**src/hw/rtl/atms_pkg.sv**
```systemverilog
`timescale 1ns / 1ps
`default_nettype none
// ----------------------------------------------------------------------------
// ATA timing mode select package
// Shared widths, status codes, reset values and the timing tables used by the
// per-unit timing selector.
// ----------------------------------------------------------------------------
package atms_pkg;

    localparam int UNITS       = 2;
    localparam int PIO_ENTRIES = 11;
    localparam int DMA_ENTRIES = 9;

    localparam int UNIT_W  = 2;
    localparam int UIDX_W  = $clog2(UNITS);
    localparam int IDX_W   = $clog2((PIO_ENTRIES > DMA_ENTRIES) ? PIO_ENTRIES : DMA_ENTRIES);
    localparam int MAP_W   = 16;
    localparam int NS_W    = 16;
    localparam int TIM_W   = 22;
    localparam int PKT_W   = 8;
    localparam int STAT_W  = 2;
    localparam int PMODE_W = 3;
    localparam int DMODE_W = 2;

    typedef logic [MAP_W-1:0]  map_t;
    typedef logic [NS_W-1:0]   ns_t;
    typedef logic [TIM_W-1:0]  timing_t;
    typedef logic [PKT_W-1:0]  pkt_t;
    typedef logic [STAT_W-1:0] status_t;
    typedef logic [IDX_W-1:0]  idx_t;

    localparam status_t ST_OK          = 2'd0;
    localparam status_t ST_BAD_PARAM   = 2'd1;
    localparam status_t ST_UNSUPPORTED = 2'd2;

    localparam logic KIND_SELECT = 1'b0;
    localparam logic KIND_READ   = 1'b1;

    localparam map_t PIO_SUPPORTED = 16'h001F;
    localparam map_t DMA_SUPPORTED = 16'h0007;

    localparam timing_t RST_TIMING    = 22'h074526;
    localparam map_t    RST_PIO_MODE  = 16'd1;
    localparam ns_t     RST_PIO_CYCLE = 16'd600;
    localparam map_t    RST_DMA_MODE  = 16'd1;
    localparam ns_t     RST_DMA_CYCLE = 16'd480;
    localparam pkt_t    RST_PACKET    = 8'd0;

    function automatic ns_t pio_min_cycle(input logic [PMODE_W-1:0] mode);
        ns_t r;
        case (mode)
            3'd0:    r = 16'd600;
            3'd1:    r = 16'd383;
            3'd2:    r = 16'd240;
            3'd3:    r = 16'd180;
            3'd4:    r = 16'd120;
            default: r = 16'd600;
        endcase
        return r;
    endfunction

    function automatic ns_t dma_min_cycle(input logic [DMODE_W-1:0] mode);
        ns_t r;
        case (mode)
            2'd0:    r = 16'd480;
            2'd1:    r = 16'd150;
            2'd2:    r = 16'd120;
            default: r = 16'd480;
        endcase
        return r;
    endfunction

    function automatic ns_t pio_tbl_ns(input idx_t idx);
        ns_t r;
        case (idx)
            4'd0:    r = 16'd2070;
            4'd1:    r = 16'd600;
            4'd2:    r = 16'd383;
            4'd3:    r = 16'd360;
            4'd4:    r = 16'd330;
            4'd5:    r = 16'd300;
            4'd6:    r = 16'd270;
            4'd7:    r = 16'd240;
            4'd8:    r = 16'd239;
            4'd9:    r = 16'd180;
            4'd10:   r = 16'd120;
            default: r = 16'd2070;
        endcase
        return r;
    endfunction

    function automatic timing_t pio_reg_val(input idx_t idx);
        timing_t r;
        case (idx)
            4'd0:    r = 22'h000400;
            4'd1:    r = 22'h000526;
            4'd2:    r = 22'h000085;
            4'd3:    r = 22'h000046;
            4'd4:    r = 22'h000045;
            default: r = 22'h000025;
        endcase
        return r;
    endfunction

    function automatic ns_t dma_tbl_ns(input idx_t idx);
        ns_t r;
        case (idx)
            4'd0:    r = 16'd1950;
            4'd1:    r = 16'd480;
            4'd2:    r = 16'd360;
            4'd3:    r = 16'd270;
            4'd4:    r = 16'd240;
            4'd5:    r = 16'd210;
            4'd6:    r = 16'd180;
            4'd7:    r = 16'd150;
            4'd8:    r = 16'd120;
            default: r = 16'd1950;
        endcase
        return r;
    endfunction

    function automatic timing_t dma_reg_val(input idx_t idx);
        timing_t r;
        case (idx)
            4'd0:    r = 22'h000000;
            4'd1:    r = 22'h074000;
            4'd2:    r = 22'h053000;
            4'd3:    r = 22'h242000;
            4'd4:    r = 22'h032000;
            4'd5:    r = 22'h231800;
            4'd6:    r = 22'h021800;
            4'd7:    r = 22'h221000;
            4'd8:    r = 22'h211000;
            default: r = 22'h000000;
        endcase
        return r;
    endfunction

endpackage
`default_nettype wire

```
**src/hw/rtl/ata_timing_mode_select_core.sv**
```systemverilog
`timescale 1ns / 1ps
`default_nettype none
// ----------------------------------------------------------------------------
// ATA timing mode select core
// Per-unit PIO and multiword DMA timing selection for two drive units, with
// read-back of the stored settings.
// ----------------------------------------------------------------------------
// A request is taken when start is high and busy is low; busy then stays high
// until the response has been shown. The response appears on the result ports
// for exactly one cycle with done high and must be captured then, since the
// block cannot be stalled. A read or a rejected request goes from S_CHECK to
// S_RESP; a full select passes through the clamp and scan states, using the
// single shared cycle-time comparator that first clamps both cycle times and
// then walks the PIO table (up to 11 entries) and the DMA table (up to 9
// entries), one entry per cycle, fastest entry first.
// ----------------------------------------------------------------------------
module ata_timing_mode_select_core (
    input  wire                              clk,
    input  wire                              rst_n,
    input  wire                              start,
    output logic                             busy,
    output logic                             done,
    input  wire                              kind,
    input  wire  [atms_pkg::UNIT_W-1:0]      unit,
    input  wire  [atms_pkg::MAP_W-1:0]       pio_mode_bits,
    input  wire  [atms_pkg::MAP_W-1:0]       dma_mode_bits,
    input  wire  [atms_pkg::MAP_W-1:0]       ultra_mode_bits,
    input  wire  [atms_pkg::NS_W-1:0]        pio_cycle_ns,
    input  wire  [atms_pkg::NS_W-1:0]        dma_cycle_ns,
    input  wire  [atms_pkg::PKT_W-1:0]       packet_setting,
    output logic [atms_pkg::STAT_W-1:0]      status,
    output logic [atms_pkg::TIM_W-1:0]       timing_word,
    output logic [atms_pkg::MAP_W-1:0]       pio_mode_out,
    output logic [atms_pkg::NS_W-1:0]        pio_cycle_out,
    output logic [atms_pkg::MAP_W-1:0]       dma_mode_out,
    output logic [atms_pkg::NS_W-1:0]        dma_cycle_out,
    output logic [atms_pkg::PKT_W-1:0]       packet_out
);

    localparam logic [2:0] S_IDLE    = 3'd0;
    localparam logic [2:0] S_CHECK   = 3'd1;
    localparam logic [2:0] S_CLAMP_P = 3'd2;
    localparam logic [2:0] S_CLAMP_D = 3'd3;
    localparam logic [2:0] S_SCAN_P  = 3'd4;
    localparam logic [2:0] S_SCAN_D  = 3'd5;
    localparam logic [2:0] S_RESP    = 3'd6;

    logic [2:0]                  state_reg, state_next;
    logic                        kind_reg;
    logic [atms_pkg::UNIT_W-1:0] unit_reg;
    atms_pkg::map_t              pio_reg, dma_reg;
    logic                        ultra_reg;
    atms_pkg::ns_t               pcyc_reg, pcyc_next;
    atms_pkg::ns_t               dcyc_reg, dcyc_next;
    atms_pkg::pkt_t              pkt_reg;
    atms_pkg::idx_t              idx_reg, idx_next;
    atms_pkg::timing_t           pbits_reg, pbits_next;
    atms_pkg::status_t           status_reg, status_next;

    atms_pkg::timing_t timing_mem_reg    [atms_pkg::UNITS];
    atms_pkg::map_t    pio_mode_mem_reg  [atms_pkg::UNITS];
    atms_pkg::ns_t     pio_cycle_mem_reg [atms_pkg::UNITS];
    atms_pkg::map_t    dma_mode_mem_reg  [atms_pkg::UNITS];
    atms_pkg::ns_t     dma_cycle_mem_reg [atms_pkg::UNITS];
    atms_pkg::pkt_t    packet_mem_reg    [atms_pkg::UNITS];

    logic                              accept;
    logic [atms_pkg::UIDX_W-1:0]       uidx;
    logic [atms_pkg::PMODE_W-1:0]      pmode;
    logic [atms_pkg::DMODE_W-1:0]      dmode;
    atms_pkg::ns_t                     cmp_a, cmp_b;
    logic                              cmp_le;
    logic                              pkt_we;
    logic                              set_we;
    atms_pkg::timing_t                 timing_wdata;

    assign accept = start && !busy;
    assign busy   = (state_reg != S_IDLE);
    assign done   = (state_reg == S_RESP);
    assign uidx   = unit_reg[atms_pkg::UIDX_W-1:0];

    always_comb
    begin
        if (pio_reg[4])
            pmode = 3'd4;
        else if (pio_reg[3])
            pmode = 3'd3;
        else if (pio_reg[2])
            pmode = 3'd2;
        else if (pio_reg[1])
            pmode = 3'd1;
        else
            pmode = 3'd0;

        if (dma_reg[2])
            dmode = 2'd2;
        else if (dma_reg[1])
            dmode = 2'd1;
        else
            dmode = 2'd0;
    end

    always_comb
    begin
        unique case (state_reg)
            S_CLAMP_P:
            begin
                cmp_a = atms_pkg::pio_min_cycle(pmode);
                cmp_b = pcyc_reg;
            end
            S_CLAMP_D:
            begin
                cmp_a = atms_pkg::dma_min_cycle(dmode);
                cmp_b = dcyc_reg;
            end
            S_SCAN_P:
            begin
                cmp_a = pcyc_reg;
                cmp_b = atms_pkg::pio_tbl_ns(idx_reg);
            end
            S_SCAN_D:
            begin
                cmp_a = dcyc_reg;
                cmp_b = atms_pkg::dma_tbl_ns(idx_reg);
            end
            default:
            begin
                cmp_a = '0;
                cmp_b = '0;
            end
        endcase
    end

    assign cmp_le = (cmp_a <= cmp_b);

    always_comb
    begin
        state_next   = state_reg;
        pcyc_next    = pcyc_reg;
        dcyc_next    = dcyc_reg;
        idx_next     = idx_reg;
        pbits_next   = pbits_reg;
        status_next  = status_reg;
        pkt_we       = 1'b0;
        set_we       = 1'b0;
        timing_wdata = pbits_reg;

        unique case (state_reg)
            S_IDLE:
            begin
                if (accept)
                begin
                    pcyc_next  = pio_cycle_ns;
                    dcyc_next  = dma_cycle_ns;
                    state_next = S_CHECK;
                end
            end
            S_CHECK:
            begin
                state_next  = S_RESP;
                status_next = atms_pkg::ST_OK;
                if (unit_reg > atms_pkg::UNIT_W'(atms_pkg::UNITS - 1))
                    status_next = atms_pkg::ST_BAD_PARAM;
                else if (kind_reg == atms_pkg::KIND_SELECT)
                begin
                    if (ultra_reg || ((pio_reg & atms_pkg::PIO_SUPPORTED) == '0) ||
                        ((dma_reg & ~atms_pkg::DMA_SUPPORTED) != '0))
                        status_next = atms_pkg::ST_UNSUPPORTED;
                    else
                    begin
                        pkt_we = 1'b1;
                        if ((pio_reg & ~atms_pkg::PIO_SUPPORTED) != '0)
                            status_next = atms_pkg::ST_UNSUPPORTED;
                        else
                            state_next = S_CLAMP_P;
                    end
                end
            end
            S_CLAMP_P:
            begin
                if (!cmp_le)
                    pcyc_next = cmp_a;
                state_next = S_CLAMP_D;
            end
            S_CLAMP_D:
            begin
                if (!cmp_le)
                    dcyc_next = cmp_a;
                idx_next   = atms_pkg::IDX_W'(atms_pkg::PIO_ENTRIES - 1);
                state_next = S_SCAN_P;
            end
            S_SCAN_P:
            begin
                if (cmp_le || (idx_reg == '0))
                begin
                    pbits_next = atms_pkg::pio_reg_val(cmp_le ? idx_reg : '0);
                    idx_next   = atms_pkg::IDX_W'(atms_pkg::DMA_ENTRIES - 1);
                    state_next = S_SCAN_D;
                end
                else
                    idx_next = idx_reg - 1'b1;
            end
            S_SCAN_D:
            begin
                if (cmp_le || (idx_reg == '0))
                begin
                    timing_wdata = pbits_reg | atms_pkg::dma_reg_val(cmp_le ? idx_reg : '0);
                    set_we       = 1'b1;
                    state_next   = S_RESP;
                end
                else
                    idx_next = idx_reg - 1'b1;
            end
            S_RESP:
            begin
                state_next = S_IDLE;
            end
            default:
            begin
                state_next = S_IDLE;
            end
        endcase
    end

    always_ff @(posedge clk or negedge rst_n)
    begin
        if (!rst_n)
            state_reg <= S_IDLE;
        else
            state_reg <= state_next;
    end

    always_ff @(posedge clk)
    begin
        if (accept)
        begin
            kind_reg  <= kind;
            unit_reg  <= unit;
            pio_reg   <= pio_mode_bits;
            dma_reg   <= dma_mode_bits;
            ultra_reg <= (ultra_mode_bits != '0);
            pkt_reg   <= packet_setting;
        end
        pcyc_reg   <= pcyc_next;
        dcyc_reg   <= dcyc_next;
        idx_reg    <= idx_next;
        pbits_reg  <= pbits_next;
        status_reg <= status_next;
    end

    always_ff @(posedge clk or negedge rst_n)
    begin
        if (!rst_n)
        begin
            for (int u = 0; u < atms_pkg::UNITS; u++)
            begin
                timing_mem_reg[u]    <= atms_pkg::RST_TIMING;
                pio_mode_mem_reg[u]  <= atms_pkg::RST_PIO_MODE;
                pio_cycle_mem_reg[u] <= atms_pkg::RST_PIO_CYCLE;
                dma_mode_mem_reg[u]  <= atms_pkg::RST_DMA_MODE;
                dma_cycle_mem_reg[u] <= atms_pkg::RST_DMA_CYCLE;
                packet_mem_reg[u]    <= atms_pkg::RST_PACKET;
            end
        end
        else
        begin
            if (pkt_we)
                packet_mem_reg[uidx] <= pkt_reg;
            if (set_we)
            begin
                timing_mem_reg[uidx]    <= timing_wdata;
                pio_mode_mem_reg[uidx]  <= pio_reg;
                pio_cycle_mem_reg[uidx] <= pcyc_reg;
                dma_mode_mem_reg[uidx]  <= dma_reg;
                dma_cycle_mem_reg[uidx] <= dcyc_reg;
            end
        end
    end

    always_comb
    begin
        status = status_reg;
        if (status_reg == atms_pkg::ST_OK)
        begin
            timing_word   = timing_mem_reg[uidx];
            pio_mode_out  = pio_mode_mem_reg[uidx];
            pio_cycle_out = pio_cycle_mem_reg[uidx];
            dma_mode_out  = dma_mode_mem_reg[uidx];
            dma_cycle_out = dma_cycle_mem_reg[uidx];
            packet_out    = packet_mem_reg[uidx];
        end
        else
        begin
            timing_word   = '0;
            pio_mode_out  = '0;
            pio_cycle_out = '0;
            dma_mode_out  = '0;
            dma_cycle_out = '0;
            packet_out    = '0;
        end
    end

    a_accept_busy: assert property (@(posedge clk) disable iff (!rst_n)
        accept |=> busy && !done)
        else $error("accepted request did not start work");

    a_done_idle: assert property (@(posedge clk) disable iff (!rst_n)
        done |=> !busy)
        else $error("block stayed busy after its response");

    a_err_zero: assert property (@(posedge clk) disable iff (!rst_n)
        done && (status != atms_pkg::ST_OK) |-> (timing_word == '0) && (packet_out == '0))
        else $error("error response carries stored data");

    a_status_code: assert property (@(posedge clk) disable iff (!rst_n)
        done |-> (status == atms_pkg::ST_OK) || (status == atms_pkg::ST_BAD_PARAM) ||
                 (status == atms_pkg::ST_UNSUPPORTED))
        else $error("undefined status code in response");

    a_scan_range: assert property (@(posedge clk) disable iff (!rst_n)
        (state_reg == S_SCAN_P) |-> (idx_reg <= atms_pkg::IDX_W'(atms_pkg::PIO_ENTRIES - 1)))
        else $error("PIO table index out of range");

endmodule
`default_nettype wire
```
**config.mk**
```make
export PLATFORM = sky130hd
export DESIGN_NAME = ata_timing_mode_select_core
export DESIGN_NICKNAME = d
export VERILOG_FILES = /design/src/hw/rtl/atms_pkg.sv /design/src/hw/rtl/ata_timing_mode_select_core.sv
export SDC_FILE = /design/constraint.sdc
export NUM_CORES = 1
export LEC_CHECK = 0
export BUFFER_PORTS_ARGS = -buffer_cell sky130_fd_sc_hd__buf_2
export CORE_MARGIN = 5
export CORE_UTILIZATION = 45
export CTS_CLUSTER_DIAMETER = 150
export DETAILED_ROUTE_END_ITERATION = 10
export GPL_TIMING_DRIVEN = 1
export PLACE_DENSITY = 0.68
export SYNTH_ARGS = -nofsm -noshare
export SYNTH_HDL_FRONTEND = slang
export SYNTH_SLANG_ARGS = --single-unit
```
**constraint.sdc**
```tcl
create_clock -name clk -period 11 [get_ports clk]
set_clock_uncertainty 0.2 [all_clocks]
set_input_delay 1.1 -clock clk [delete_from_list [all_inputs] [get_ports clk]]
set_output_delay 1.1 -clock clk [all_outputs]
set_load 0.01 [all_outputs]
```
==> results of run 1 <==
## layer usage
metal	vias to the layer above	global-route usage, %	routed length (µm)
met2	256	32.14	16130
met5	-	0	0
met3	63	3.047	1812
met1	4672	28.54	15530
li1	4545	-	-
met4	0	6.019	1042
## critical path: stages (launching register included)
cell,delay [ps]
dfrtp_1,930
nand3_1,760
or3_1,610
nand3_1,110
ha_1,240
nand4_1,170
nor4_2,90
or2_1,230
a31o_2,380
nand3_4,250
buf_4,830
mux2_2,430
## power breakdown
| part | leakage, nW | total, mW | switching, mW | internal, mW |
|---|---|---|---|---|
| combinational | 3.70 | 2.06 | 1.23 | 0.823 |
| clock | 0.532 | 1.12 | 0.436 | 0.684 |
| sequential | 3.19 | 1.91 | 0.290 | 1.62 |
| total | 7.42 | 5.08 | 1.96 | 3.12 |
## metrics by stage
step	setup slack, ps	area, µm²	std cells	hold slack, ps
finish	5506	15830	1795	257.4
global route	5196	15830	1795	271.1
CTS	5540	15830	1793	259.4
detailed placement	5570	14710	1735	248.3
global placement	5615	14710	1735	242.8
floorplan	6412	13580	1227	232.9
## cells by family (layout without fill, tap and decap cells)
family,Yosys count,in the layout,synth area share [%]
simple gates,497,497,15.54
flops,289,289,56.28
mux,183,183,15.00
compound gates,131,131,7.198
buf+inv,90,266,3.212
fa+ha+maj,27,27,2.492
xor+xnor,4,4,0.2584
other cells,1,8,0.02766
## path summary, 6_finish.rpt
check	from	end	slack, ps	depth (start not counted)
setup reg to reg	state_reg[0]$_DFFE_PN0P_	dma_cycle_mem_reg[18]$_DFFE_PN0P_	5510	11
hold / removal	timing_mem_reg[1]$_DFFE_PN1P_	timing_mem_reg[1]$_DFFE_PN1P_	260	2
min in group asynchronous	rst_n	dma_cycle_mem_reg[12]$_DFFE_PN0P_	440	1
max in group asynchronous	rst_n	timing_mem_reg[33]$_DFFE_PN0P_	8580	2
setup / recovery	state_reg[0]$_DFFE_PN0P_	dma_cycle_mem_reg[18]$_DFFE_PN0P_	5510	11
hold reg to reg	timing_mem_reg[1]$_DFFE_PN1P_	timing_mem_reg[1]$_DFFE_PN1P_	260	2
## cell usage in the layout, fill, tap and decap left out, types with 13 or more instances in the layout
master and count:
a21oi_1 13, a22o_1 20, and2_1 18, buf_2 184, clkbuf_16 32, dfrtp_1 141, dfstp_2 38, dfxtp_1 20
edfxtp_1 90, ha_1 27, mux2_2 62, mux2_4 21, mux2i_1 94, nand2_1 283, nand3_1 14, nor2_1 124
o21ai_0 30
## final cells by class
class,count,area [µm²],area share (%)
flip-flops and latches,289,7630,48.19
multi-input cells,848,5537,34.97
diodes,2,5.005,0.03161
clock inverters,19,277.8,1.754
repair buffers,196,1015,6.409
clock buffers,39,837.1,5.286
well taps,390,488.0,3.082
inverters,12,45.04,0.2845
==> flow_metrics.env, run 1 <==
export IMPL_fin_util_pct=53.28
export IMPL_drt_initial_drc_count=728
export IMPL_overflow_left_after_global_routing=0
export IMPL_largest_net_degree_at_the_start_of_global_routing=105
export IMPL_clock_insertion_delay_worst_skew_ps=560
export IMPL_postSynthAreaPerCell_um2=11.09
export IMPL_antenna_found_initial=2
export IMPL_finish_net_count=1499
export IMPL_initial_core_utilization_pct=45.62
export IMPL_synth_cell_area_um2=13560
export IMPL_synth_top_cell_by_area="dfrtp_1"
export IMPL_num_rows=63
export IMPL_setup_worst_path_class="reg -> reg"
export IMPL_ys_top_cells_by_area="dfrtp_1, edfxtp_1, nand2_1"
export IMPL_yosys_warnings=0
export IMPL_core_area_um2=29720
export IMPL_grt_usage_pct=20.09
export IMPL_grt_pass1_wl_um=54420
export IMPL_synthDominantCellAreaShare_pct=26.02
export IMPL_postRouteWirelength_um=34520
export IMPL_flow_area_growth_from_synthesis_pct=16.79
export IMPL_fp_dieH_um=183.6
export IMPL_finalSetupViolations=0
export IMPL_io_pins=192
export IMPL_postSynth_topFlopCell="dfrtp_1"
export IMPL_portBuffers=185
export IMPL_crit_fanout=71
export IMPL_status="completed"
export IMPL_detail_route_first_pass_iterations=5
export IMPL_power_density_nw_per_um2=321.0
export IMPL_htree_num_levels=1
export IMPL_cts_hold_fix_buffers=0
export IMPL_synth_seq_area_share_pct=56.28
export IMPL_post_route_min_period_ps=5494
export IMPL_first_global_vias=9819
export IMPL_rsz_0062_raised_after_global_routing="no"
export IMPL_dp_final_hpwl_um=23560
export IMPL_syn_instance_count=1222
export IMPL_cp_data_required_time_ps=11230
export IMPL_tritoncts="done"
export IMPL_hold_class="reg -> reg"
export IMPL_async_reset_ff_share_pct=61.94
export IMPL_cts_clk_slew_worst_paths_ps=60
export IMPL_cts_inserted_buffers=31
export IMPL_drive_gt1_share_pct=27.94
export IMPL_timing_setup_tns_ps=0
export IMPL_synth_enable_flop_cells=90
export IMPL_clk_path_buf_depth=3
export IMPL_yosys_cell_types=69
export IMPL_vias=9536
export IMPL_antenna_violating_nets_post_route=0
export IMPL_maxCapViolCount=0
export IMPL_critical_path_endpoint_type="flop"
export IMPL_yosys_cell_count_top_type="nand2_1"
export IMPL_clock_sinks=289
export IMPL_worst_ir_drop_vdd_mv=0.1960
export IMPL_fill_cells=2611
export IMPL_maxSlewViolCount=0
export IMPL_leakage_nw=7.423
export IMPL_dieArea_um2=33700
export IMPL_ys_ff_latch=289
export IMPL_vias_per_cell=5.313
export IMPL_cp_arrival_ps=5720
export IMPL_routedWlPerCell_um=19.23
export IMPL_drc_errors=0
export IMPL_cts_setup_buffers=0
export IMPL_slew_headroom_pct=23.58
export IMPL_final_period_utilization_pct=49.95
export IMPL_start_kind="flop"
export IMPL_post_layout_total_power_mw=5.082
export IMPL_fp_dieW_um=183.6
export IMPL_worstMarginPinSlew_ps=1146
export IMPL_post_cts_resized_instances=0
export IMPL_final_hold_violation_count=0
export IMPL_synth_cell_count_leaders="nand2_1, dfrtp_1, nor2_1"
export IMPL_finalWeightedCongestion=0.8936
export IMPL_highest_clock_rate_mhz=182.0
export IMPL_clock_root_buffer="clkbuf_16"
No activity file was read; power rests on OpenSTA's default activity.
==> inputs of run 2 (changes only) <==
==> constraint.sdc (replaced) <==
create_clock -name clk -period 5.1 [get_ports clk]
set_clock_uncertainty 0.2 [all_clocks]
set_input_delay 0.51 -clock clk [delete_from_list [all_inputs] [get_ports clk]]
set_output_delay 0.51 -clock clk [all_outputs]
set_load 0.01 [all_outputs]
==> run 2 against run 1 <==
  * Cell count increased by 3.1%
  * Total power increased by 120%
  * Critical path type unchanged
  * Die area unchanged
  * Largest power group unchanged
  * Design area rose by 3.3%
==> flow_metrics.env, run 2 (synthesized netlist as in run 1, its figures left out) <==
export IMPL_status="completed"
export IMPL_cts_inserted_buffers=34
export IMPL_crit_fanout=15
export IMPL_detail_route_first_pass_iterations=5
export IMPL_finalWeightedCongestion=0.9082
export IMPL_finalHoldWorstSlack_ps=26.40
export IMPL_final_hold_violation_count=0
export IMPL_overflow_left_after_global_routing=0
export IMPL_vias_per_cell=5.327
export IMPL_worst_ir_drop_vdd_mv=0.4784
export IMPL_critPathMaxStageDelay_ps=530
export IMPL_num_rows=63
export IMPL_flow_area_growth_from_synthesis_pct=20.69
export IMPL_clock_root_buffer="clkbuf_16"
export IMPL_setup_worst_path_class="reg -> reg"
export IMPL_grt_usage_pct=20.81
export IMPL_grt_util_met2_pct=33.75
export IMPL_critPathSlowestCell="and2_1"
export IMPL_rsz_0062_raised_after_global_routing="no"
export IMPL_cp_arrival_ps=4930
export IMPL_htree_num_levels=2
export IMPL_hold_class="in -> reg"
export IMPL_io_pins=192
export IMPL_met3_track_demand_over_resource_in_global_routing_pct=3.126
export IMPL_worstMarginPinSlew_ps=1109
export IMPL_power_density_nw_per_um2=673.0
export IMPL_clk_path_buf_depth=3
export IMPL_highest_clock_rate_mhz=211.8
export IMPL_clock_sinks=289
export IMPL_leakage_nw=7.679
export IMPL_r2r_start="state_reg[1]$_DFFE_PN0P_"
export IMPL_timing_setup_tns_ps=0
export IMPL_maxSlewViolCount=0
export IMPL_dieArea_um2=33700
export IMPL_post_route_min_period_ps=4722
export IMPL_fill_cells=2546
export IMPL_fp_dieH_um=183.6
export IMPL_finalSetupViolations=0
export IMPL_grt_pass1_wl_um=55770
export IMPL_top_usage_layer="met2"
export IMPL_slew_headroom_pct=26.10
export IMPL_core_area_um2=29720
export IMPL_vias=9861
export IMPL_portBuffers=185
export IMPL_postRouteWirelength_um=35660
export IMPL_cts_clk_slew_worst_paths_ps=60
export IMPL_finish_net_count=1554
export IMPL_dp_slack_ps=408.6
export IMPL_tritoncts="done"
export IMPL_largest_net_degree_at_the_start_of_global_routing=96
export IMPL_routedWlPerCell_um=19.27
export IMPL_min_delay_start="pio_mode_bits[3]"
export IMPL_cp_data_required_time_ps=5310
export IMPL_maxCapViolCount=0
export IMPL_whs_path_depth=1
export IMPL_drc_errors=0
export IMPL_initial_core_utilization_pct=45.62
export IMPL_setup_reg_to_reg_worst_slack_ps=380
export IMPL_worst_hold_path_endpoint="pio_reg[3]$_DFFE_PP_"
export IMPL_layout_cells_most_common_list="nand2_1, buf_2, dfrtp_1"
export IMPL_fp_dieW_um=183.6
export IMPL_start_kind="flop"
export IMPL_fin_ws_ps=377.6
export IMPL_dp_final_hpwl_um=23840
export IMPL_worstPathCellList="nor2b_1 -> and2_1 -> buf_4 -> a22oi_1 -> nand3_1 -> ha_1 -> nor2b_1 -> o211a_1 -> o21ai_1 -> a31o_2 -> o21bai_2 -> o21ai_4 -> inv_2 -> ha_1 -> nand2_1 -> o21ai_1 -> a22o_1"
export IMPL_final_period_utilization_pct=92.60
export IMPL_met1_usage_pct=28.55
export IMPL_clock_insertion_delay_worst_skew_ps=510
export IMPL_drt_initial_drc_count=696
export IMPL_antenna_violating_nets_post_route=0
export IMPL_antenna_found_initial=2
export IMPL_drive_gt1_share_pct=27.55
export IMPL_timing_reg2reg_worst_path_depth=17
export IMPL_layout_commonest_cell="nand2_1"
export IMPL_first_global_vias=10090
export IMPL_critical_path_endpoint_type="flop"
-- run 2: cell count changes in the layout (fill, tap and decap cells not counted), moves of 2 or more --
cell	before	now
clkbuf_16	32	35
clkbuf_8	1	7
clkinvlp_4	3	0
clkinv_1	1	5
bufinv_16	6	1
dlygate4sd3_1	0	43
clkinv_4	6	0
buf_12	0	3
buf_4	11	17
clkinv_2	2	4
-- run 2: power breakdown --
part | leakage, nW | switching (mW) | total, mW | internal [mW]
logic | 3.94 | 2.71 | 4.55 | 1.84
registers | 3.19 | 0.595 | 4.08 | 3.49
clock network | 0.546 | 0.960 | 2.38 | 1.42
-- run 2: worst max-delay path by stage --
stage	slack (ps)	to	start	cells past startpoint
floorplan	510	dcyc_reg[0]$_DFFE_PP_	state_reg[1]$_DFFE_PN0P_	13
global placement	560	flop	state_reg[0]$_DFFE_PN0P_	17
detailed placement	410	flop	state_reg[0]$_DFFE_PN0P_	17
CTS	360	flop	state_reg[0]$_DFFE_PN0P_	17
global route	140	flop	state_reg[1]$_DFFE_PN0P_	17
finish	380	flop	state_reg[1]$_DFFE_PN0P_	17
-- run 2: metrics by stage --
stage	cells	cell area (µm²)	util, %	power (mW)
after floorplan	1227	13580	-	7.362
after global placement	1744	14820	49.85	8.473
after detailed placement	1744	14820	49.85	8.598
after CTS	1849	16350	55.02	11.05
after global routing	1851	16360	55.06	11.74
final	1851	16360	55.06	11.01
-- run 2: what timing repair did --
item | 4_1_cts | 5_1_grt
endpoints found under the setup margin | 0 | 3
setup buffers | 0 | 0
gates resized for setup | 0 | 2
hold endpoints to repair | 113 | 0
hold buffers | 43 | 0
-- run 2: per-layer routing --
layer / routed length (µm) / part of all wire (%) / vias to the layer above
li1: - / - / 4651
met1: 15810 / 44 / 4878
met2: 16810 / 47 / 266
met3: 1899 / 5.3 / 66
met4: 1139 / 3.2 / 0
met5: 0 / 0 / -
-- run 2: worst max-delay path: cells and delay by family, from the launching register on --
| family | cells | cell delay, ps |
|---|---|---|
| adders and majority gates | 2 | 560 |
| and+or+nand+nor | 5 | 1070 |
| AOI/OAI and AO/OA | 8 | 1910 |
| DFF | 1 | 460 |
| buffers and inverters | 2 | 400 |
-- run 2: cell type report --
| cell class | count | area (µm²) | area share, % |
|---|---|---|---|
| clock buffers | 49 | 998.5 | 6.102 |
| clock inverters | 13 | 106.4 | 0.6499 |
| well taps | 390 | 488.0 | 2.982 |
| repair buffers | 248 | 1550 | 9.474 |
| multi-input cells | 848 | 5540 | 33.86 |
| diodes | 2 | 5.005 | 0.03059 |
| flip-flops and latches | 289 | 7630 | 46.63 |
| inverters | 12 | 45.04 | 0.2753 |
